File: config.mk
export PLATFORM = sky130hd
export DESIGN_NAME = debounced_quadrature_knob
export DESIGN_NICKNAME = d
export VERILOG_FILES = /design/src/rtl/core/dqk_pkg.sv /design/src/rtl/core/dqk_update.sv /design/src/rtl/core/debounced_quadrature_knob.sv
export SDC_FILE = /design/constraint.sdc
export NUM_CORES = 1
export LEC_CHECK = 0
export BUFFER_PORTS_ARGS = -buffer_cell sky130_fd_sc_hd__buf_4
export CORE_UTILIZATION = 35
export CTS_CLUSTER_DIAMETER = 150
export DETAILED_ROUTE_END_ITERATION = 8
export GPL_ROUTABILITY_DRIVEN = 0
export PLACE_DENSITY_LB_ADDON = 0.3
export SLEW_MARGIN = 40
export SYNTH_ARGS = -nofsm -noshare
export SYNTH_HDL_FRONTEND = slang
export SYNTH_SLANG_ARGS = --single-unit
File: constraint.sdc
create_clock -name clk -period 13.15 [get_ports clk]
set_clock_uncertainty 0.15 [all_clocks]
set_input_delay 0.6575 -clock clk [delete_from_list [all_inputs] [get_ports clk]]
set_output_delay 0.6575 -clock clk [all_outputs]
set_load 0.01 [all_outputs]
File: src/rtl/core/dqk_pkg.sv
// ----------------------------------------------------------------------------
// dqk_pkg
// Shared types, command codes and the quadrature step table for the knob
// decoder.
// ----------------------------------------------------------------------------
package dqk_pkg;

  localparam int CountW   = 32;
  localparam int TimeW    = 32;
  localparam int DebW     = 16;
  localparam int CmdW     = 3;
  localparam int ApbDataW = 32;
  localparam int ApbAddrW = 2;

  typedef enum logic [CmdW-1:0] {
    CMD_EDGE       = 3'd0,
    CMD_PRESS      = 3'd1,
    CMD_READ       = 3'd2,
    CMD_READ_VALUE = 3'd3,
    CMD_CLEAR      = 3'd4
  } dqk_cmd_t;

  typedef enum logic [1:0] {
    STEP_NONE = 2'd0,
    STEP_UP   = 2'd1,
    STEP_DOWN = 2'd2
  } dqk_step_t;

  typedef struct packed {
    logic [CountW-1:0] live_count;
    logic [CountW-1:0] shown_count;
    logic              press_latch;
    logic              shown_press;
    logic [1:0]        prior_phase;
    logic [TimeW-1:0]  last_edge_ms;
  } dqk_state_t;

  // phase code is {phase_b, phase_a}
  function automatic dqk_step_t quad_step(input logic [1:0] old_ph, input logic [1:0] new_ph);
    dqk_step_t s;
    case ({old_ph, new_ph})
      4'b0001: s = STEP_DOWN;
      4'b0010: s = STEP_UP;
      4'b0100: s = STEP_UP;
      4'b0111: s = STEP_DOWN;
      4'b1000: s = STEP_DOWN;
      4'b1011: s = STEP_UP;
      4'b1101: s = STEP_UP;
      4'b1110: s = STEP_DOWN;
      default: s = STEP_NONE;
    endcase
    return s;
  endfunction

endpackage

File: src/rtl/core/dqk_update.sv
// ----------------------------------------------------------------------------
// dqk_update
// Next-state logic for one command: debounce gate, quadrature step, press
// latch, publish and clear.
// ----------------------------------------------------------------------------
module dqk_update
  import dqk_pkg::*;
(
  input  dqk_state_t        cur,
  input  logic [CmdW-1:0]   command,
  input  logic              phase_a,
  input  logic              phase_b,
  input  logic [TimeW-1:0]  now_ms,
  input  logic [DebW-1:0]   debounce_ms,
  output dqk_state_t        nxt
);

  logic [TimeW-1:0] elapsed;
  logic             gate_open;
  logic [1:0]       phase;
  dqk_step_t        step;

  assign elapsed   = now_ms - cur.last_edge_ms;
  assign gate_open = (elapsed >= {{(TimeW-DebW){1'b0}}, debounce_ms});
  assign phase     = {phase_b, phase_a};
  assign step      = quad_step(cur.prior_phase, phase);

  always_comb begin
    nxt = cur;
    case (command)
      CMD_EDGE: begin
        if (gate_open) begin
          case (step)
            STEP_UP:   nxt.live_count = cur.live_count + {{(CountW-1){1'b0}}, 1'b1};
            STEP_DOWN: nxt.live_count = cur.live_count - {{(CountW-1){1'b0}}, 1'b1};
            default:   nxt.live_count = cur.live_count;
          endcase
          nxt.prior_phase  = phase;
          nxt.last_edge_ms = now_ms;
        end
      end
      CMD_PRESS: begin
        nxt.press_latch = 1'b1;
      end
      CMD_READ: begin
        nxt.shown_press = cur.press_latch;
        nxt.press_latch = 1'b0;
        nxt.shown_count = cur.live_count;
      end
      CMD_READ_VALUE: begin
        nxt.shown_count = cur.live_count;
      end
      CMD_CLEAR: begin
        nxt = '0;
      end
      default: begin
        nxt = cur;
      end
    endcase
  end

endmodule

File: src/rtl/core/debounced_quadrature_knob.sv
// ----------------------------------------------------------------------------
// debounced_quadrature_knob
// Rotary knob decoder with a millisecond debounce gate and press latch.
// ----------------------------------------------------------------------------
// usage:
//   in_* channel carries one command per beat: edge (phase levels plus
//   timestamp), press, read (count and press flag, clears the latch),
//   read_value (count only) or clear. unused codes leave state alone.
//   out_* channel returns exactly one beat per command with the published
//   count and press flag after that command.
//   the whole update is one level of logic between the decoder state and
//   the result register: out_valid rises in the cycle after the input
//   beat, and one beat is taken every cycle while the output is drained.
//   in_ready drops only while a result is held and out_ready is low; the
//   held result stays put until taken, and the next beat is taken in the
//   same cycle the held one leaves.
//   apb register 0 (debounce_ms, 16 bits) is written at any address; write
//   it only while no beat is in flight.
//   synchronous reset clears all decoder state, debounce_ms and out_valid.
// ----------------------------------------------------------------------------
module debounced_quadrature_knob
  import dqk_pkg::*;
(
  input  logic                 clk,
  input  logic                 rst_n,
  input  logic                 in_valid,
  output logic                 in_ready,
  input  logic [CmdW-1:0]      in_command,
  input  logic                 in_phase_a,
  input  logic                 in_phase_b,
  input  logic [TimeW-1:0]     in_now_ms,
  output logic                 out_valid,
  input  logic                 out_ready,
  output logic signed [CountW-1:0] out_count,
  output logic                 out_pressed,
  input  logic                 psel,
  input  logic                 penable,
  input  logic                 pwrite,
  input  logic [ApbAddrW-1:0]  paddr,
  input  logic [ApbDataW-1:0]  pwdata,
  output logic [ApbDataW-1:0]  prdata,
  output logic                 pready
);

  dqk_state_t              state_r, state_nxt;
  logic [DebW-1:0]         debounce_r;
  logic                    out_valid_r;
  logic [CountW-1:0]       out_count_r;
  logic                    out_pressed_r;
  logic                    in_fire;
  logic                    cfg_wr;

  assign in_ready = !out_valid_r || out_ready;
  assign in_fire  = in_valid && in_ready;

  // single register, every address maps onto it
  assign pready = 1'b1;
  assign cfg_wr = psel && penable && pwrite && pready;
  assign prdata = (paddr == '0) ? {{(ApbDataW-DebW){1'b0}}, debounce_r}
                                : {{(ApbDataW-DebW){1'b0}}, debounce_r};

  dqk_update u_update (
    .cur         (state_r),
    .command     (in_command),
    .phase_a     (in_phase_a),
    .phase_b     (in_phase_b),
    .now_ms      (in_now_ms),
    .debounce_ms (debounce_r),
    .nxt         (state_nxt)
  );

  always_ff @(posedge clk) begin
    if (!rst_n) begin
      state_r     <= '0;
      debounce_r  <= '0;
      out_valid_r <= 1'b0;
    end else begin
      if (cfg_wr) begin
        debounce_r <= pwdata[DebW-1:0];
      end
      if (in_fire) begin
        state_r     <= state_nxt;
        out_valid_r <= 1'b1;
      end else if (out_ready) begin
        out_valid_r <= 1'b0;
      end
    end
  end

  always_ff @(posedge clk) begin
    if (in_fire) begin
      out_count_r   <= state_nxt.shown_count;
      out_pressed_r <= state_nxt.shown_press;
    end
  end

  assign out_valid   = out_valid_r;
  assign out_count   = signed'(out_count_r);
  assign out_pressed = out_pressed_r;

endmodule

# == Yosys cells after proc, flatten, opt, wreduce, memory -nomap -nowiden ==
# Memories as Yosys holds them, arrays and structs flattened.
# Cells that the tools add are included.
# totals
regBits,150
rom_bits,32
out_inout_bits,68
n_memories,1
# mem_list
memory,words,width,rd,rd_ports_with_merged_regs,write_ports,line_no,source
(no name shown),16,2,1,0,0,dqk_pkg.sv:41,"case ({old_ph, new_ph})"
# op_classes
addsub,3
n_lt_le_gt_ge,1
n_eq_ne,8
n_mux,10
reduce_logical,14
# ops
op,n
32-bit case mux with 2 select lines,3
34-bit case mux with 2 select lines,1
34-bit 2-to-1 mux,1
"32-bit by 1-bit adder with 32-bit output, second input constant",1
32-bit by 16-bit greater-or-equal comparator with 1-bit output,1
32-bit 2-to-1 mux,1
"32-bit by 1-bit subtractor with 32-bit output, second input constant",1
32-bit subtractor,1
"3-bit by 2-bit == test with 1-bit output, second input constant",2
2-bit nonzero test,3
1-bit case mux with 2 select lines,2
4-bit AND reduction,1
2-bit OR reduction,2
"3-bit by 1-bit == test with 1-bit output, second input constant",1
"3-bit == test, second input constant",1
1-bit logical AND,3
3-bit zero test,1
"3-bit inequality test, second input constant",1
3-bit AND reduction,1
"2-bit by 1-bit == test with 1-bit output, second input constant",1
"2-bit == test, second input constant",1
1-bit 2-to-1 mux,2
"2-bit by 1-bit inequality test with 1-bit output, second input constant",1
2-bit AND reduction,1
other kinds (2),2

# == Depth between registers and ports, before layout ==
# Gate-level depths: netlist (run 1).
# An unclocked memory read counts as a cell.
# logic_depth
word_depth,5
mapped_depth,23

# == Cells and area by module ==
# Synthesis (run 1) repeated with hierarchy kept, for this count alone.
# unflattened
cells_unflattened,1370
area_unflattened_um2,11240.8
# by_module_without_submodules
module,n_inst,cells_each,area_per_inst_um2,seq_area_each_um2
debounced_quadrature_knob,1,563,5718.0,3333.2
dqk_update,1,807,5522.8,0.0

# == Least setup slack after synthesis (run 1) ==
# No wires, ideal clock.
# synth_path
path_type,input-to-reg
start,input port in_now_ms[0]
end,register state_r[10] (netlist name)
arrival_time_ps,4609
required_ps,12885
path_slack_ps,8276
stages,23
path_buffers,2
path_cell_list,inv_1 > ha_1 > fa_1 > nand2b_1 > a21oi_1 > o21a_2 > nand2b_1 > nand3_1 > nand2_1 > xor2_1 > ha_1 > a21oi_1 > o2111ai_1 > a211o_1 > a311o_1 > a211oi_2 > nand4_1 > nor4_4 > nor4_2 > buf_6 > buf_6 > mux2i_1 > and2_1
# synth_via
elab_chain_len,4
# synth_rtl
element,line_no,source
from (decl),debounced_quadrature_knob.sv:31,"input logic [TimeW-1:0] in_now_ms,"
32-bit subtractor,dqk_update.sv:23,assign elapsed = now_ms - cur.last_edge_ms;
32-bit by 16-bit greater-or-equal comparator with 1-bit output,dqk_update.sv:24,"assign gate_open = (elapsed >= {{(TimeW-DebW){1'b0}}, debounce_ms});"
2-bit by 1-bit inequality test with 1-bit output (no source line),-,
3-bit AND reduction (no source line),-,
to (signal assigned),debounced_quadrature_knob.sv:82,state_r <= state_nxt;
to (decl),debounced_quadrature_knob.sv:45,"dqk_state_t state_r, state_nxt;"
# Every way passes these cells.
# A chain may end at the register's enable or synchronous reset.

# == Worst setup path after layout (run 1) ==
# layout_path
start,register state_r[4] (netlist name)
end,register state_r[11] (netlist name)
# layout_via
elab_chain_len,4
# layout_rtl
element,line_no
32-bit subtractor,dqk_update.sv:23
32-bit by 16-bit greater-or-equal comparator with 1-bit output,dqk_update.sv:24
2-bit by 1-bit inequality test with 1-bit output (no source line),-
3-bit AND reduction (no source line),-
# Every way passes these cells.

==> flow_summary.json, run 1 <==
{
  "status": "finished clean",
  "cell_rows": 62,
  "via_per_inst": 5.13,
  "postSynthRegisterBits": 150,
  "critPathLaunchType": "flip-flop",
  "timing_max_transition_violations_final": 0,
  "vias": 8966,
  "drtIter0Drc": 539,
  "clock_tree.htree_level_count": 4,
  "setup_repair_after_global_routing_missed_its_margin": "false",
  "clock_tree.root_cell": "clkbuf_16",
  "vdd.ir_drop.worst_mv": 0.0644,
  "cts_made_buffers": 17,
  "clock_sinks": 150,
  "insertion_delay_of_the_later_clocked_pin_in_the_worst_skew_pair_ps": 430,
  "grt_first_pass_wirelength_mm": 41.6,
  "finalSetupTns_ps": 0,
  "ctsHoldBuffers": 0,
  "grt_start_max_net_pins": 70,
  "synth-main-ff-cell": "dfxtp_1",
  "groute.usage.overall": 0.167,
  "critPathMaxFanout": 35,
  "core_area_um2": 28700,
  "dpl.hpwl_mm": 17.5,
  "critical-path-max-stage-delay_ps": 660,
  "setup_slack_ps": 7670,
  "final.period_utilization": 0.417,
  "vias_in_the_first_global_route": 8325,
  "cts_tree": "done",
  "post_cts_resize_count": 0,
  "worst_slew_margin_rel": 0.495,
  "placedInstanceArea_um2": 11300,
  "port_buffers": 110,
  "post_synth_top_area_cell": "dfxtp_1",
  "antenna_violating_nets_post_route": 0,
  "synthesized_area_per_cell_um2": 8.00,
  "finalNetCount": 1508,
  "finalSetupViolations": 0,
  "post-place-ws_ps": 7250,
  "share_of_async_settable_or_async_resettable_flops_after_synthesis": 0,
  "reported_leakage_power_nw": 4.76,
  "design_power_total_w": 0.00122,
  "critical_path.slowest_cell": "o31ai_1",
  "postRouteWirelength_mm": 24.8,
  "fin_worst_hold_slack_ps": 317,
  "worst_ep_required_time_ps": 13310,
  "cp_cell_sequence": "inv_1 > ha_1 > o211ai_1 > a21oi_1 > o21ai_0 > o31ai_1 > a21o_1 > a21oi_1 > xnor2_1 > ha_1 > inv_1 > o2111ai_1 > a211o_1 > a311o_1 > a211oi_2 > nand4_1 > nor4_4 > buf_4 > nor4_4 > buf_4 > mux2i_1 > and2_1",
  "achievable-frequency_ghz": 0.182,
  "cp.arrival_ps": 5640,
  "detail_route.wl_per_cell_um": 14.2,
  "floorplan.die.width_um": 173,
  "grt_antenna_before_repair": 0,
  "fin_crit_ps": 5480,
  "clkTransAtPathRegs_ps": 70,
  "powerDensity_nw_per_um2": 103,
  "drcViolationCount": 0,
  "cts_setup_buffers": 0,
  "ant_cells": 0,
  "category_of_the_worst_setup_path_capture_point": "flip-flop",
  "drive_above_1_share": 0.125,
  "hold_viol_final": 0,
  "critPathKind": "reg -> reg",
  "synth.yosys.warnings": 0,
  "maxCapViolations": 0,
  "gr-total-overflow": 0,
  "synth_cell_type_count": 73,
  "syn_area_um2": 10200,
  "worst_pin_slew_ps": 751,
  "synth_top_area_share": 0.229,
  "hold_path_class": "reg -> reg",
  "maximum_count_of_clock_buffers_along_a_single_path": 2,
  "design.die.area_um2": 29900,
  "synth_area_leaders": "dfxtp_1 (23%), edfxtp_1 (9.7%), ha_1 (9.4%), nand2_1 (9.1%), a21boi_0 (4.6%)",
  "layout-area-overhead-vs-synth_pct": 16.3,
  "detailedRoute.firstPassIterationCount": 6,
  "synth_cells": 1276,
  "die_height_um": 173,
  "final_cell_area_um2": 11900,
  "ys_seq_area_frac": 0.326,
  "synth-edff-count": 33,
  "floorplan.io_pins": 146,
  "initial_core_util": 0.356
}
## layer usage
layer / wire [um] / part of all wire / vias up / global-route usage
met2: 11100 / 0.45 / 200 / 0.269
met1: 12400 / 0.50 / 4180 / 0.231
met3: 973 / 0.039 / 26 / 0.0273
met5: 0 / 0 / - / 0
met4: 355 / 0.014 / 0 / 0.0472
li1: - / - / 4560 / -
## where the power goes
group	leakage, nW	switching [W]	internal (W)	total [W]
Sequential	1.28	0.00000598	0.000482	0.000488
Clock	0.277	0.000219	0.000285	0.000504
Combinational	3.20	0.000137	0.0000960	0.000233
## worst max-delay path, delay by kind of cell (launching register included)
| kind | cells | cell delay (ps) |
|---|---|---|
| simple gates | 4 | 690 |
| buf+inv | 4 | 780 |
| compound gates | 10 | 2370 |
| mux | 1 | 180 |
| flops | 1 | 310 |
| fa+ha+maj | 2 | 630 |
| xor+xnor | 1 | 210 |
## cell usage in the layout, fill, tap and decap left out, drive strengths merged, types with 4 or more instances in the layout
| cell | instances |
|---|---|
| a211oi | 11 |
| a21boi | 72 |
| a21o | 28 |
| a21oi | 74 |
| a31oi | 7 |
| and2 | 40 |
| and3 | 7 |
| buf | 122 |
| clkbuf | 18 |
| clkinvlp | 4 |
| conb | 17 |
| dfxtp | 117 |
| edfxtp | 33 |
| ha | 77 |
| inv | 76 |
| mux2i | 41 |
| nand2 | 248 |
| nand2b | 12 |
| nand3 | 37 |
| nand4 | 12 |
| nor2 | 51 |
| nor2b | 18 |
| nor3 | 21 |
| o211ai | 5 |
| o21a | 11 |
| o21ai | 90 |
| o22ai | 4 |
| o31ai | 5 |
| o41ai | 5 |
| or3 | 8 |
| xnor2 | 29 |
| xor2 | 20 |
## final timing paths
check	startpoint	to	slack (ps)	cells past startpoint
max reg2reg	state_r[4]$_SDFFE_PN0P_	state_r[11]$_SDFFE_PN0P_	7670	22
max	state_r[4]$_SDFFE_PN0P_	state_r[11]$_SDFFE_PN0P_	7670	22
min	state_r[48]$_SDFFE_PN0P_	state_r[48]$_SDFFE_PN0P_	320	2
min reg2reg	state_r[48]$_SDFFE_PN0P_	state_r[48]$_SDFFE_PN0P_	320	2
## state kept, by name, summed over array words and instances, names as in the netlist
register and cells:
debounce_r 16, out_count 32, out_pressed 1, out_valid 1, state_r 100
## logic make-up after synthesis
family                   share of synthesized area
multiplexers                                0.0402
other                                     0.000735
buffers and inverters                       0.0660
AO/OA/AOI/OAI                                0.217
adder cells (fa/ha/maj)                     0.0982
flip-flops                                   0.326
AND/OR/NAND/NOR                              0.209
XOR/XNOR                                    0.0428
## stage by stage
stage / utilization / cells
global placement: 0.392 / 1715
CTS: 0.414 / 1748
finish: 0.414 / 1748
floorplan: - / 1291
global route: 0.414 / 1748
detailed placement: 0.393 / 1716
## cells in the mapped netlist (all sizes together), types with 4 or more instances
cell type / instances
a21o: 28
a211oi: 11
mux2i: 41
and2: 40
a31oi: 7
a21boi: 72
or3: 8
xnor2: 29
o31ai: 5
nor3: 21
edfxtp: 33
nand2: 248
o21ai: 90
ha: 77
inv: 68
a21oi: 74
o21a: 11
nand3: 37
o41ai: 5
xor2: 20
nand2b: 12
dfxtp: 117
o211ai: 5
nor2: 51
nor2b: 18
nand4: 12
clkbuf: 48
and3: 7
buf: 33
o22ai: 4
## area by class of cell
cell class / count / area, um^2
fillers: 2904 / 16800
multi-input cells: 991 / 6280
flip-flops and latches: 150 / 3330
repair buffers: 122 / 936
well taps: 384 / 480
clock buffers: 18 / 429
inverters: 69 / 259
clock inverters: 14 / 163
Power figures use the tool's default switching activity.
==> run 2: changes to the inputs <==
==> constraint.sdc (replaced) <==
create_clock -name clk -period 5.6 [get_ports clk]
set_clock_uncertainty 0.15 [all_clocks]
set_input_delay 0.28 -clock clk [delete_from_list [all_inputs] [get_ports clk]]
set_output_delay 0.28 -clock clk [all_outputs]
set_load 0.01 [all_outputs]
==> run 2 against run 1 <==
  * Clock power increased by 140%
  * Non-clock buffer count is 18 higher
  * Final cell count increased by 1.0%
  * Sequential power rose by 140%
==> flow_summary.json, run 2 (synthesis results as in run 1) <==
{
  "cts_tree": "done",
  "drcViolationCount": 0,
  "grt_antenna_before_repair": 0,
  "largest_register_ff_count": 100,
  "util_after_layout": 0.420,
  "cell_rows": 62,
  "core_area_um2": 28700,
  "path_buf_inv": 4,
  "critical_path.slowest_cell": "dlygate4sd3_1",
  "worst_ep_required_time_ps": 5780,
  "antenna_violating_nets_post_route": 0,
  "critical-path-max-stage-delay_ps": 550,
  "finalSetupTns_ps": 0,
  "hold_path_class": "in -> reg",
  "total_switching_power_w": 0.000859,
  "port_buffers": 110,
  "ant_cells": 0,
  "cp.arrival_ps": 5500,
  "floorplan.io_pins": 146,
  "final-seq-area_um2": 3330,
  "design.die.area_um2": 29900,
  "vias": 8993,
  "vdd.ir_drop.worst_mv": 0.147,
  "worst_pin_slew_ps": 779,
  "hold_viol_final": 0,
  "power_frac_comb": 0.192,
  "initial_core_util": 0.356,
  "finalSetupViolations": 0,
  "critPathMaxFanout": 35,
  "met3WireLength_um": 905,
  "clock_sinks": 150,
  "maxCapViolations": 0,
  "register_ranked_first_by_flip_flop_count": "state_r",
  "clock_tree.root_cell": "clkbuf_16",
  "path_depth": 24,
  "drive_above_1_share": 0.126,
  "vias_in_the_first_global_route": 8451,
  "worst_slew_margin_rel": 0.480,
  "drtIter0Drc": 570,
  "maximum_count_of_clock_buffers_along_a_single_path": 2,
  "achievable-frequency_ghz": 0.188,
  "insertion_delay_of_the_later_clocked_pin_in_the_worst_skew_pair_ps": 440,
  "category_of_the_worst_setup_path_capture_point": "flip-flop",
  "floorplan.die.width_um": 173,
  "clkTransAtPathRegs_ps": 70,
  "cp_cell_sequence": "dlygate4sd3_1 > buf_4 > inv_1 > ha_1 > fa_1 > nand2b_1 > a21oi_1 > o21a_2 > nand2b_1 > nand3_1 > nand2_1 > xor2_1 > ha_1 > a21oi_1 > o2111ai_1 > a211o_1 > a311o_1 > a211oi_2 > nand4_1 > nor4_4 > nor4_4 > buf_4 > mux2i_1 > and2_1",
  "internal_power_w": 0.00205,
  "finalNetCount": 1526,
  "dpl.hpwl_mm": 17.7,
  "gr-total-overflow": 0,
  "topRoutingLayerUsed": "met4",
  "clock_tree.htree_level_count": 4,
  "fillerInstances": 2868,
  "status": "finished clean",
  "detail_route.wl_per_cell_um": 14.2,
  "swShare": 0.296,
  "postRouteWirelength_mm": 25.1,
  "multiInputGateArea_um2": 6280,
  "setup_repair_after_global_routing_missed_its_margin": "false",
  "via_per_inst": 5.09,
  "final_common_cell": "nand2_1",
  "groute.usage.overall": 0.170,
  "wl_met1_mm": 12.4,
  "ff2ff_path_depth": 21,
  "hold_depth": 3,
  "grt_first_pass_wirelength_mm": 41.8,
  "die_height_um": 173,
  "worst_path_dominant_cell_family": "compound AO/OA/AOI/OAI gates",
  "layout-area-overhead-vs-synth_pct": 18.1,
  "detailedRoute.firstPassIterationCount": 5,
  "timing_max_transition_violations_final": 0,
  "critPathKind": "in -> reg",
  "critPathLaunchType": "input port",
  "reported_leakage_power_nw": 4.85,
  "seqPwrFrac": 0.395,
  "cts_made_buffers": 17,
  "fin_crit_ps": 5320,
  "leading_cell_types_in_the_layout_fill_and_taps_excluded": "nand2_1 (246), buf_4 (121), dfxtp_1 (117)",
  "powerDensity_nw_per_um2": 241,
  "final.period_utilization": 0.951,
  "met2WireLength_mm": 11.4,
  "post_cts_resize_count": 0,
  "grt_start_max_net_pins": 68,
  "pwr-share-clk": 0.413
}
[run 2: changes by cell type in the layout (fill, tap and decap cells not counted), moves of 2 or more]
cell,previous run,this run
and2_1,40,38
inv_8,1,3
and2_2,0,2
clkinvlp_4,4,1
dlygate4sd3_1,0,18
[run 2: final timing paths]
kind                            start                       end  slack, ps
max                      in_now_ms[0]   state_r[9]$_SDFFE_PN0P_        280
min                         out_ready    out_valid$_SDFFE_PN0P_         40
max reg2reg   state_r[0]$_SDFFE_PN0P_   state_r[9]$_SDFFE_PN0P_        520
min reg2reg  state_r[53]$_SDFFE_PN0P_  state_r[53]$_SDFFE_PN0P_        320
[run 2: metal layers]
metal  vias to the layer above  track usage
met5                         -            0
met4                         0       0.0549
met3                        27       0.0240
met2                       196        0.281
met1                      4181        0.227
li1                       4589            -
[run 2: power by group through the flow]
| stage | registers, W | logic, W | clock network, W |
|---|---|---|---|
| floorplan | 0.00118 | 0.000389 | 0 |
| global placement | 0.00117 | 0.000536 | 0 |
| detailed placement | 0.00117 | 0.000543 | 0 |
| CTS | 0.00115 | 0.000557 | 0.00124 |
| global route | 0.00115 | 0.000623 | 0.00127 |
| finish | 0.00115 | 0.000558 | 0.00120 |
[run 2: cell type report]
type,count,share of cell area
inverter,69,0.0215
sequential,150,0.276
clock buffer,18,0.0356
tap,384,0.0398
multi-input combinational,991,0.521
timing repair buffer,140,0.0915
clock inverter,14,0.0148
[run 2: tightest hold or removal path: stages]
cell and delay, ps:
buf_4 80, nand2b_1 130, a21boi_0 90
[run 2: stage by stage]
stage	power [W]	setup slack, ps	std cells	area, um^2	hold slack [ps]
after detailed placement	0.00171	410	1715	11300	308
after floorplan	0.00156	1100	1291	10300	269
after global placement	0.00171	522	1715	11300	301
after CTS	0.00294	306	1765	12000	18.5
after global routing	0.00305	3.58	1766	12100	43.4
final	0.00291	276	1766	12100	39.5
[run 2: repair_timing]
item,4_1_cts,5_1_grt
hold endpoints to repair,18,0
buffers inserted,0,0
hold buffers,18,0
==> run 3: changes to the inputs <==
--- a/config.mk
+++ b/config.mk
@@ -5,6 +5,7 @@
 export SDC_FILE = /design/constraint.sdc
 export NUM_CORES = 1
 export LEC_CHECK = 0
+export ABC_AREA = 1
 export BUFFER_PORTS_ARGS = -buffer_cell sky130_fd_sc_hd__buf_4
 export CORE_UTILIZATION = 35
 export CTS_CLUSTER_DIAMETER = 150
==> run 3 against run 2 <==
  * Total power is 7.6% higher
  * Sequential share of layout area is 1.3 points lower
  * Clock-buffer cell count stayed put
  * Via count is 18% higher
  * Die area is 6.0% higher
  * Non-clock buffer count is 5 lower
  * Sequential power is 5% higher
  * Fmax is 21% higher
  * Critical path depth is 1 higher
  * Clock power is 7% lower
  * Global-route usage is 1.6 points higher
  * First-iteration DRC count is 5.8% higher
  * Largest cell class unchanged
==> flow_summary.json, run 3 <==
{
  "total_switching_power_w": 0.00106,
  "hold_path_class": "in -> reg",
  "cts_tree": "done",
  "clock_tree.htree_level_count": 4,
  "synth.yosys.warnings": 0,
  "worst_slew_margin_rel": 0.554,
  "clock_tree.root_cell": "clkbuf_16",
  "final_common_cell": "nand2_1",
  "fin_crit_ps": 4420,
  "cp.arrival_ps": 4600,
  "detail_route.wl_per_cell_um": 12.9,
  "antenna_violating_nets_post_route": 0,
  "setup_slack_ps": 1180,
  "cts_setup_buffers": 0,
  "finalSetupTns_ps": 0,
  "vias_in_the_first_global_route": 9977,
  "cell_rows": 64,
  "synth_cell_type_count": 44,
  "timing_max_transition_violations_final": 0,
  "reported_leakage_power_nw": 6.39,
  "post_cts_resize_count": 0,
  "synthesized_area_per_cell_um2": 6.38,
  "util_after_layout": 0.415,
  "synth_cells": 1699,
  "numPlacedInstances": 2162,
  "fillerInstances": 3249,
  "worst_ep_required_time_ps": 5780,
  "critPathLaunchType": "flip-flop",
  "worst_path_dominant_cell_family": "simple AND/OR/NAND/NOR gates",
  "worst_setup_path_startpoint": "state_r[10]$_SDFFE_PN0P_",
  "leading_cell_types_in_the_layout_fill_and_taps_excluded": "nand2_1 (414), inv_1 (285), nor2_1 (203)",
  "detailedRoute.firstPassIterationCount": 5,
  "layout-area-overhead-vs-synth_pct": 16.8,
  "ff2ff_path_depth": 25,
  "ff2ff_setup_slack_ps": 1180,
  "vdd.ir_drop.worst_mv": 0.205,
  "insertion_delay_of_the_later_clocked_pin_in_the_worst_skew_pair_ps": 440,
  "dpl.hpwl_mm": 21.4,
  "design.die.area_um2": 31700,
  "synth_top_area_share": 0.216,
  "critPathKind": "reg -> reg",
  "internal_power_w": 0.00207,
  "worst_r2r_endpoint": "state_r[72]$_SDFFE_PN0P_",
  "drtIter0Drc": 603,
  "floorplan.io_pins": 146,
  "synth-main-ff-cell": "dfxtp_1",
  "post-place-ws_ps": 1120,
  "category_of_the_worst_setup_path_capture_point": "flip-flop",
  "worstReg2RegStart": "state_r[10]$_SDFFE_PN0P_",
  "seqPwrFrac": 0.386,
  "core_area_um2": 30500,
  "maximum_count_of_clock_buffers_along_a_single_path": 2,
  "finalNetCount": 1955,
  "initial_core_util": 0.355,
  "ys_seq_area_frac": 0.308,
  "grt_start_max_net_pins": 84,
  "critical_path.slowest_cell": "nand2_2",
  "ant_cells": 0,
  "pwr-share-clk": 0.358,
  "maxCapViolations": 0,
  "die_height_um": 178,
  "groute.usage.overall": 0.186,
  "postSynthRegisterBits": 150,
  "status": "finished clean",
  "port_buffers": 110,
  "synth-edff-count": 33,
  "gr-total-overflow": 0,
  "grt_first_pass_wirelength_mm": 47.0,
  "critPathMaxFanout": 41,
  "synth_area_leaders": "dfxtp_1 (22%), nand2_1 (14%), inv_1 (9.9%), edfxtp_1 (9.1%), ha_1 (8.9%)",
  "syn_area_um2": 10800,
  "postRouteWirelength_mm": 28.5,
  "finalSetupViolations": 0,
  "via_per_inst": 4.82,
  "clkTransAtPathRegs_ps": 70,
  "grt_antenna_before_repair": 0,
  "critical_path.endpoint": "state_r[72]$_SDFFE_PN0P_",
  "register_ranked_first_by_flip_flop_count": "state_r",
  "cp_common_cell": "nand2_1",
  "final-seq-area_um2": 3330,
  "largest_register_ff_count": 100,
  "ctsHoldBuffers": 13,
  "drcViolationCount": 0,
  "power_frac_comb": 0.256,
  "achievable-frequency_ghz": 0.226,
  "vias": 10632,
  "powerDensity_nw_per_um2": 247,
  "post_synth_top_area_cell": "dfxtp_1",
  "multiInputGateArea_um2": 6110,
  "clock_sinks": 150,
  "instances_no_fill": 2207,
  "critical-path-max-stage-delay_ps": 480,
  "synthMostInstantiatedCell": "nand2_1",
  "floorplan.die.width_um": 178,
  "hold_viol_final": 0,
  "share_of_async_settable_or_async_resettable_flops_after_synthesis": 0,
  "path_buf_inv": 4,
  "swShare": 0.338,
  "worst_pin_slew_ps": 662,
  "final.period_utilization": 0.789,
  "drive_above_1_share": 0.104,
  "setup_repair_after_global_routing_missed_its_margin": "false",
  "path_depth": 25,
  "hold_depth": 3,
  "netlist_top_cells_count": "nand2_1 (416), inv_1 (285), nor2_1 (206)",
  "cts_made_buffers": 17
}
run 3: cell types whose count changed after synthesis, moves of 56 or more:
cell,change
inv_1,+217
nor2_1,+156
nand3_1,+56
a21oi_1,+86
nand2_1,+169
a21boi_0,-60
run 3: per-stage QoR:
stage               cell area [um^2]  hold WS (ps)  total power (W)
finish                         12600          9.57          0.00312
global route                   12600          21.1          0.00332
CTS                            12600          3.99          0.00315
detailed placement             12000           316          0.00202
global placement               11900           304          0.00201
floorplan                      10900           295          0.00180
run 3: routing by layer:
metal,global-route usage,vias up,share of wire
li1,-,5574,-
met1,0.220,4831,0.45
met2,0.338,187,0.50
met3,0.0229,40,0.031
met4,0.0684,0,0.024
met5,0,-,0
run 3: how the worst min path moves through the flow:
stage / from / endpoint / slack, ps
finish: pwdata[4] / debounce_r[4]$_SDFFE_PN0P_ / 10
global route: in_command[0] / state_r[35]$_SDFFE_PN0P_ / 20
CTS: in_command[0] / state_r[35]$_SDFFE_PN0P_ / 4
detailed placement: debounce_r[0]$_SDFFE_PN0P_ / debounce_r[0]$_SDFFE_PN0P_ / 320
global placement: state_r[34]$_SDFFE_PN0P_ / state_r[34]$_SDFFE_PN0P_ / 300
floorplan: state_r[34]$_SDFFE_PN0P_ / state_r[34]$_SDFFE_PN0P_ / 300
run 3: kinds of logic after synthesis:
kind of cell | count (synthesis) | synth area share
simple gates | 770 | 0.292
buf+inv | 363 | 0.135
xor+xnor | 23 | 0.0186
other cells | 2 | 0.000693
compound gates | 312 | 0.154
flops | 150 | 0.308
fa+ha+maj | 79 | 0.0926
run 3: area by class of cell:
cell class / count / share of cell area
Clock buffer: 18 / 0.0339
Clock inverter: 14 / 0.0102
Inverter: 293 / 0.0870
Multi-Input combinational cell: 1201 / 0.483
Sequential cell: 150 / 0.264
Tap cell: 396 / 0.0392
Timing Repair Buffer: 135 / 0.0830
run 3: power groups by stage:
stage	registers [W]	clock network, W	logic, W
floorplan	0.00124	0	0.000565
global placement	0.00123	0	0.000776
detailed placement	0.00123	0	0.000791
CTS	0.00121	0.00114	0.000803
global route	0.00121	0.00118	0.000921
finish	0.00121	0.00112	0.000801
run 3: tightest hold or removal path, delay by kind of cell:
kind	cells	cell delay [ps]
AO/OA/AOI/OAI	2	190
buffers and inverters	1	80
